===== config.mk =====
export PLATFORM = sky130hd
export DESIGN_NAME = trial_division_prime_test_core
export DESIGN_NICKNAME = d
export VERILOG_FILES = /design/src/hw/rtl/tdpt_pkg.sv /design/src/hw/rtl/tdpt_ctrl.sv /design/src/hw/rtl/tdpt_dpath.sv /design/src/hw/rtl/trial_division_prime_test_core.sv
export SDC_FILE = /design/constraint.sdc
export NUM_CORES = 1
export LEC_CHECK = 0
export BUFFER_PORTS_ARGS = -buffer_cell sky130_fd_sc_hd__buf_2
export CORE_MARGIN = 5
export CORE_UTILIZATION = 50
export DETAILED_ROUTE_END_ITERATION = 10
export GPL_ROUTABILITY_DRIVEN = 0
export PLACE_DENSITY = 0.69
export SETUP_SLACK_MARGIN = 0.02
export SLEW_MARGIN = 0
export SYNTH_ARGS = -nofsm -noshare
export SYNTH_HDL_FRONTEND = slang
export SYNTH_SLANG_ARGS = --single-unit

===== constraint.sdc =====
create_clock -name clk_i -period 5.4 [get_ports clk_i]
set_input_delay 0.81 -clock clk_i [delete_from_list [all_inputs] [get_ports clk_i]]
set_output_delay 0.81 -clock clk_i [all_outputs]
set_load 0.01 [all_outputs]

===== src/hw/rtl/tdpt_pkg.sv =====
// Shared definitions for the trial division prime test core.
// Holds the datapath width, the controller state type and the command and status structs.
// Depends on nothing.
package tdpt_pkg;

  localparam int NUM_WIDTH = 16;
  localparam int IN_WIDTH  = 16;
  localparam int SQ_WIDTH  = NUM_WIDTH + 2;
  localparam int CNT_WIDTH = $clog2(NUM_WIDTH);

  typedef enum logic [2:0] {
    ST_IDLE,
    ST_CHECK,
    ST_DIV,
    ST_EVAL,
    ST_FINISH
  } tdpt_state_e;

  typedef struct packed {
    logic load;
    logic div_start;
    logic div_step;
    logic next_div;
    logic emit;
  } tdpt_cmd_t;

  typedef struct packed {
    logic n_lt2;
    logic sq_gt_n;
    logic cnt_zero;
    logic rem_zero;
    logic out_full;
  } tdpt_sts_t;

endpackage


===== src/hw/rtl/tdpt_ctrl.sv =====
// Controller of the trial division prime test core.
// Sequences the square check, the serial remainder and the result hand-off.
// Depends on tdpt_pkg.
module tdpt_ctrl import tdpt_pkg::*; (
  input  logic      clk_i,
  input  logic      rst_ni,
  input  logic      in_valid_i,
  output logic      in_stall_o,
  input  tdpt_sts_t sts_i,
  output tdpt_cmd_t cmd_o
);

  tdpt_state_e state_q, state_d;

  always_ff @(posedge clk_i or negedge rst_ni) begin
    if (!rst_ni) begin
      state_q <= ST_IDLE;
    end else begin
      state_q <= state_d;
    end
  end

  always_comb begin
    state_d = state_q;
    unique case (state_q)
      ST_IDLE: begin
        if (in_valid_i) state_d = ST_CHECK;
      end
      ST_CHECK: begin
        if (sts_i.n_lt2 || sts_i.sq_gt_n) state_d = ST_FINISH;
        else                              state_d = ST_DIV;
      end
      ST_DIV: begin
        if (sts_i.cnt_zero) state_d = ST_EVAL;
      end
      ST_EVAL: begin
        if (sts_i.rem_zero) state_d = ST_FINISH;
        else                state_d = ST_CHECK;
      end
      ST_FINISH: begin
        if (!sts_i.out_full) state_d = ST_IDLE;
      end
      default: state_d = ST_IDLE;
    endcase
  end

  always_comb begin
    cmd_o      = '0;
    in_stall_o = 1'b1;
    unique case (state_q)
      ST_IDLE: begin
        in_stall_o = 1'b0;
        cmd_o.load = in_valid_i;
      end
      ST_CHECK: begin
        cmd_o.div_start = !(sts_i.n_lt2 || sts_i.sq_gt_n);
      end
      ST_DIV: begin
        cmd_o.div_step = 1'b1;
      end
      ST_EVAL: begin
        cmd_o.next_div = !sts_i.rem_zero;
      end
      ST_FINISH: begin
        cmd_o.emit = !sts_i.out_full;
      end
      default: begin
        cmd_o = '0;
      end
    endcase
  end

endmodule


===== src/hw/rtl/tdpt_dpath.sv =====
// Datapath of the trial division prime test core.
// Holds the number, divisor, running square, bit-serial remainder and the result register.
// Depends on tdpt_pkg.
module tdpt_dpath import tdpt_pkg::*; (
  input  logic                clk_i,
  input  logic                rst_ni,
  input  tdpt_cmd_t           cmd_i,
  output tdpt_sts_t           sts_o,
  input  logic [IN_WIDTH-1:0] number_i,
  output logic                out_valid_o,
  input  logic                out_stall_i,
  output logic                is_prime_o
);

  logic [NUM_WIDTH-1:0] n_q, n_d;
  logic [NUM_WIDTH-1:0] div_q, div_d;
  logic [SQ_WIDTH-1:0]  sq_q, sq_d;
  logic [NUM_WIDTH-1:0] rem_q, rem_d;
  logic [CNT_WIDTH-1:0] cnt_q, cnt_d;
  logic                 valid_q, valid_d;
  logic                 prime_q, prime_d;

  logic [31:0]          num_wide;
  logic [NUM_WIDTH:0]   trial;
  logic [NUM_WIDTH:0]   trial_sub;

  assign num_wide  = 32'(number_i);
  assign trial     = {rem_q, n_q[cnt_q]};
  assign trial_sub = trial - {1'b0, div_q};

  assign sts_o.n_lt2    = (n_q < NUM_WIDTH'(2));
  assign sts_o.sq_gt_n  = (sq_q > {2'b00, n_q});
  assign sts_o.cnt_zero = (cnt_q == '0);
  assign sts_o.rem_zero = (rem_q == '0);
  assign sts_o.out_full = valid_q && out_stall_i;

  always_comb begin
    n_d     = n_q;
    div_d   = div_q;
    sq_d    = sq_q;
    rem_d   = rem_q;
    cnt_d   = cnt_q;
    prime_d = prime_q;
    valid_d = valid_q && out_stall_i;
    if (cmd_i.load) begin
      n_d   = num_wide[NUM_WIDTH-1:0];
      div_d = NUM_WIDTH'(2);
      sq_d  = SQ_WIDTH'(4);
    end
    if (cmd_i.div_start) begin
      rem_d = '0;
      cnt_d = CNT_WIDTH'(NUM_WIDTH - 1);
    end
    if (cmd_i.div_step) begin
      if (trial >= {1'b0, div_q}) rem_d = trial_sub[NUM_WIDTH-1:0];
      else                        rem_d = trial[NUM_WIDTH-1:0];
      cnt_d = cnt_q - CNT_WIDTH'(1);
    end
    if (cmd_i.next_div) begin
      div_d = div_q + NUM_WIDTH'(1);
      sq_d  = sq_q + {1'b0, div_q, 1'b1};
    end
    if (cmd_i.emit) begin
      valid_d = 1'b1;
      prime_d = !sts_o.n_lt2 && sts_o.sq_gt_n;
    end
  end

  always_ff @(posedge clk_i or negedge rst_ni) begin
    if (!rst_ni) begin
      valid_q <= 1'b0;
    end else begin
      valid_q <= valid_d;
    end
  end

  always_ff @(posedge clk_i) begin
    n_q     <= n_d;
    div_q   <= div_d;
    sq_q    <= sq_d;
    rem_q   <= rem_d;
    cnt_q   <= cnt_d;
    prime_q <= prime_d;
  end

  assign out_valid_o = valid_q;
  assign is_prime_o  = prime_q;

endmodule


===== src/hw/rtl/trial_division_prime_test_core.sv =====
// Top level of the trial division prime test core.
// Joins the controller and the datapath; depends on tdpt_pkg, tdpt_ctrl and tdpt_dpath.
//
//   channel | valid      | stall       | payload
//   input   | in_valid_i | in_stall_o  | number_i (16 bits, unsigned)
//   output  | out_valid_o| out_stall_i | is_prime_o (1 bit)
//
// After acceptance the words 0 and 1 go straight to the result; any other word runs the
// bit-serial remainder once per divisor tried, until the divisor's square exceeds the number
// or a remainder is zero (at most 254 divisors for 16 bits), then returns to idle for the next word.
// The bit-serial remainder loop produces one quotient bit a cycle.
// Reset is asynchronous and active low and clears the controller and the output valid.
// A new word is taken as soon as the search is idle, even while a result waits on stall.
module trial_division_prime_test_core import tdpt_pkg::*; (
  input  logic                clk_i,
  input  logic                rst_ni,
  input  logic                in_valid_i,
  output logic                in_stall_o,
  input  logic [IN_WIDTH-1:0] number_i,
  output logic                out_valid_o,
  input  logic                out_stall_i,
  output logic                is_prime_o
);

  tdpt_cmd_t cmd;
  tdpt_sts_t sts;

  tdpt_ctrl u_ctrl (
    .clk_i      (clk_i),
    .rst_ni     (rst_ni),
    .in_valid_i (in_valid_i),
    .in_stall_o (in_stall_o),
    .sts_i      (sts),
    .cmd_o      (cmd)
  );

  tdpt_dpath u_dpath (
    .clk_i       (clk_i),
    .rst_ni      (rst_ni),
    .cmd_i       (cmd),
    .sts_o       (sts),
    .number_i    (number_i),
    .out_valid_o (out_valid_o),
    .out_stall_i (out_stall_i),
    .is_prime_o  (is_prime_o)
  );

`ifndef NO_ASSERTIONS
  a_busy_after_accept: assert property (@(posedge clk_i) disable iff (!rst_ni)
    (in_valid_i && !in_stall_o) |=> in_stall_o)
    else $error("input accepted while a search was still starting");

  a_emit_free_slot: assert property (@(posedge clk_i) disable iff (!rst_ni)
    cmd.emit |-> !sts.out_full)
    else $error("result written over a pending word");

  a_div_only_in_range: assert property (@(posedge clk_i) disable iff (!rst_ni)
    cmd.div_start |-> (!sts.n_lt2 && !sts.sq_gt_n))
    else $error("division started past the square bound");
`endif

endmodule

==> impl_results.md <==
* Final hold vios at 0
* First-pass GRT wire length at approximately 19 mm
* # port buffers at 22
* DIE AREA at 12700 µm²
* Yosys warns at 0
* # clock sinks at 75
* Reg-to-reg endpoint: u_dpath.rem_q[14]$_SDFFCE_PN0P_
* Synthesized cell area at 5290 µm²
* Critical path type: register to register
* Ports at 23
* DR vias at ~4000
* Die H at approximately 110 µm
* Final HPWL DP at roughly 8.8 mm
* CP Launch Type: register
* Met1 Track Usage GR at between 20% and 30%
* FP Rows at 37
* Final Setup Violations at 0
* Cell Pwr Density at approximately 590 nW/µm²
* R2R setup slack at 1.44 ns
* HP Class: input pin to asynchronous set/reset pin
* Leakage at 2.25 nW
* Worst endpoint data arrival time at about 4 ns
* CTS Buf Count at 9
* Async S/R FF share, synth at 5.33%
* Slew margin rel. at around 14%
* Die width at between 100 and 150 µm
* FILL cells at ~900
* Commonest non-fill, non-tap cell in the layout: edfxtp_1
* Worst Skew at between 0.006 and 0.007 ns
* Vias in the first global route at about 4000
* M3 GR Usage at ~4.2%
* Seq cells post-synth at 75
* Initial antenna violation count at 0
* Tot GR Track Use at a little under a fifth
* Commonest non-fill, non-tap cells in the layout: 71 x edfxtp_1, 62 x nor2_1, 50 x ha_1
* Syn Nets at roughly 580
* Max incr delay on CP at between 0.5 and 0.6 ns
* DR vias/cell at just under 6
* Slew Viols, Final at 0
* Hold_buf cts at 0
* Max VDD drop at ~0.33 mV
* Core Area at 10300 µm²
* Worst Reg-to-Reg Cells at 13
* Inserted Diodes at 0
* DRT iter0 DRCs at approximately 430
* Maximum clock rate at 0.253 GHz
* Cts repair resizes at 0
* CTS max path bufs at 2
* Setup_tns at 0 ns
* Measured slew at the worst slew-check pin at roughly 1.3 ns
* Seq/Total Area, Yosys at a little over two fifths
* RR Startpoint: u_dpath.cnt_q[0]$_SDFFCE_PN1P_
* Critical path startpoint: u_dpath.cnt_q[0]$_SDFFCE_PN1P_
* Max FO, Critical Path at 7
* Synth Area per Inst at 10.4 µm²
* WP data required at about 5.5 ns
* Initial Util at between 50 and 60%
* Drt drc at 0
* Routed Antenna Nets at 0
* Clock power frac at roughly an eighth
* Dominant synthesized flop cell: edfxtp_1
* Overflow after GRT at 0
* Minimum clock period at between 3 and 4 ns
* Period utilization at 73.3%
* Yosys top cell by area: edfxtp_1
* Status: finished, final reports clean
* TritonCTS clock tree: built
* CP bufs+invs at 2
* Critical Path, Cell by Cell: mux4_2 > mux4_2 > inv_1 > ha_1 > inv_1 > fa_1 > a21o_1 > nand4_1 > nand2_1 > a2111oi_0 > o31ai_1 > xnor2_1 > o22ai_1
* Layout cells sized above 1 at approximately an eighth
* Switching Power at about 0.0015 W
* Area growth syn-to-layout at 8.26%
* Busiest grt layer: met2
* Max-cap violations at 0
* Drt pass-1 iters at 5
* # Post-CTS Setup Buffers at 0
* Post-synth top area share at roughly two fifths
* Clk Latency, worst-skew pair at around 0.36 ns
* Power share of the combinational group at 55.0%
* Wire length per cell at 17.4 µm
* Final Net Count at around 610
* Clock root buffer: clkbuf_8
* Internal at about 0.0019 W
* Min Hold Slack at ~0.24 ns
* Crit-path leading delay family: multiplexers
* RSZ-0062 raised after global routing: no
* Crit path capture type: register
* Synth unique cells at 64
* Slowest cell on the critical path: a2111oi_0
* Largest net degree at the start of global routing at 36
* Sequential share of power at about a third
* Final wirelength at 11.7 mm
* Area contributors post-synth: edfxtp_1 40%, ha_1 12%, xnor2_1 5.3%, nor2_1 4.4%, inv_1 3.2%
* Worst-path clk slew at approximately 0.080 ns
* Post-synth EDFFs at 71
* H-tree depth at 3
* GRT met2 Usage at 31.0%
* Cells after Synth at ~500
* Sw Share at 43.8%
sequential cells by signal, indices dropped and copies added (netlist names):
name and flops:
u_dpath.sq_q 18, u_dpath.div_q 16, u_dpath.n_q 16, u_dpath.rem_q 16
u_dpath.cnt_q 4, u_ctrl.state_q 3, u_dpath.is_prime_o 1, u_dpath.out_valid_o 1
worst reg2reg max path, cell delays in order (launching register included):
cell and delay [ns]:
edfxtp_1 0.55, mux4_2 0.55, mux4_2 0.49, inv_1 0.10, ha_1 0.16, inv_1 0.05
fa_1 0.41, a21o_1 0.19, nand4_1 0.11, nand2_1 0.10, a2111oi_0 0.56, o31ai_1 0.20
xnor2_1 0.16, o22ai_1 0.08
metal layers:
layer  vias to the layer above  routed length [µm]
met4                         0                 130
met5                         -                   0
met1                      1965                5450
met3                        12                 591
li1                       1938                   -
met2                       107                5570
power groups by stage:
stage	sequential (W)	combinational, W	clock, W
3_5_place_dp	0.00108	0.00182	0
3_3_place_gp	0.00108	0.00177	0
6_report	0.00107	0.00185	0.000440
2_1_floorplan	0.00101	0.00152	0
4_1_cts	0.00107	0.00184	0.000448
5_1_grt	0.00110	0.00204	0.000481
Yosys cell counts, types with 3 or more instances:
cell	count
ha_1	50
o22ai_1	3
a21oi_1	25
a2111oi_0	4
and2_4	3
edfxtp_1	71
nor2_1	62
nand2b_1	5
nand2_1	26
nor4_1	9
o21a_1	9
dfrtp_1	4
nand4_1	12
nand3_1	13
xor2_1	7
a31oi_1	3
o21ai_0	13
mux2i_1	10
nor2b_1	8
nor3_1	15
o31ai_1	3
inv_1	45
a21o_1	10
clkbuf_1	6
xnor2_1	32
mux4_2	5
worst max path at each step:
stage	depth (start not counted)	end	slack, ns
2_1_floorplan	3	u_dpath.div_q[0]$_SDFFCE_PN0P_	1.55
3_3_place_gp	13	u_dpath.rem_q[14]$_SDFFCE_PN0P_	1.53
3_5_place_dp	13	u_dpath.rem_q[14]$_SDFFCE_PN0P_	1.44
4_1_cts	13	u_dpath.rem_q[14]$_SDFFCE_PN0P_	1.43
5_1_grt	13	u_dpath.rem_q[14]$_SDFFCE_PN0P_	1.24
6_report	13	u_dpath.rem_q[14]$_SDFFCE_PN0P_	1.44
per-stage QoR:
step                area [µm²]  power, W  setup slack [ns]  util, %  cells
global placement          5530   0.00285              1.53     53.6    661
detailed placement        5530   0.00290              1.44     53.6    661
global route              5720   0.00362              1.24     55.4    677
CTS                       5720   0.00336              1.43     55.4    677
finish                    5720   0.00336              1.44     55.4    677
floorplan                 5290   0.00253              1.55        -    509
logic make-up after synthesis:
group | synth area share (%)
AOI/OAI and AO/OA | 14.2
xor gates and xnor gates | 6.46
adders and majority gates | 12.6
buffers and inverters | 4.52
DFF | 42.2
muxes | 4.02
and+or+nand+nor | 16.0
cell type report:
| cell class | instances | area [µm²] | area share, % |
|---|---|---|---|
| Multi-Input combinational cell | 379 | 2820 | 49.2 |
| Timing Repair Buffer | 26 | 140 | 2.45 |
| Sequential cell | 75 | 2230 | 39.0 |
| Clock buffer | 9 | 124 | 2.16 |
| Tap cell | 136 | 170 | 2.97 |
| Inverter | 45 | 169 | 2.95 |
| Clock inverter | 7 | 68.8 | 1.20 |
No activity file was read; power rests on OpenSTA's default activity.
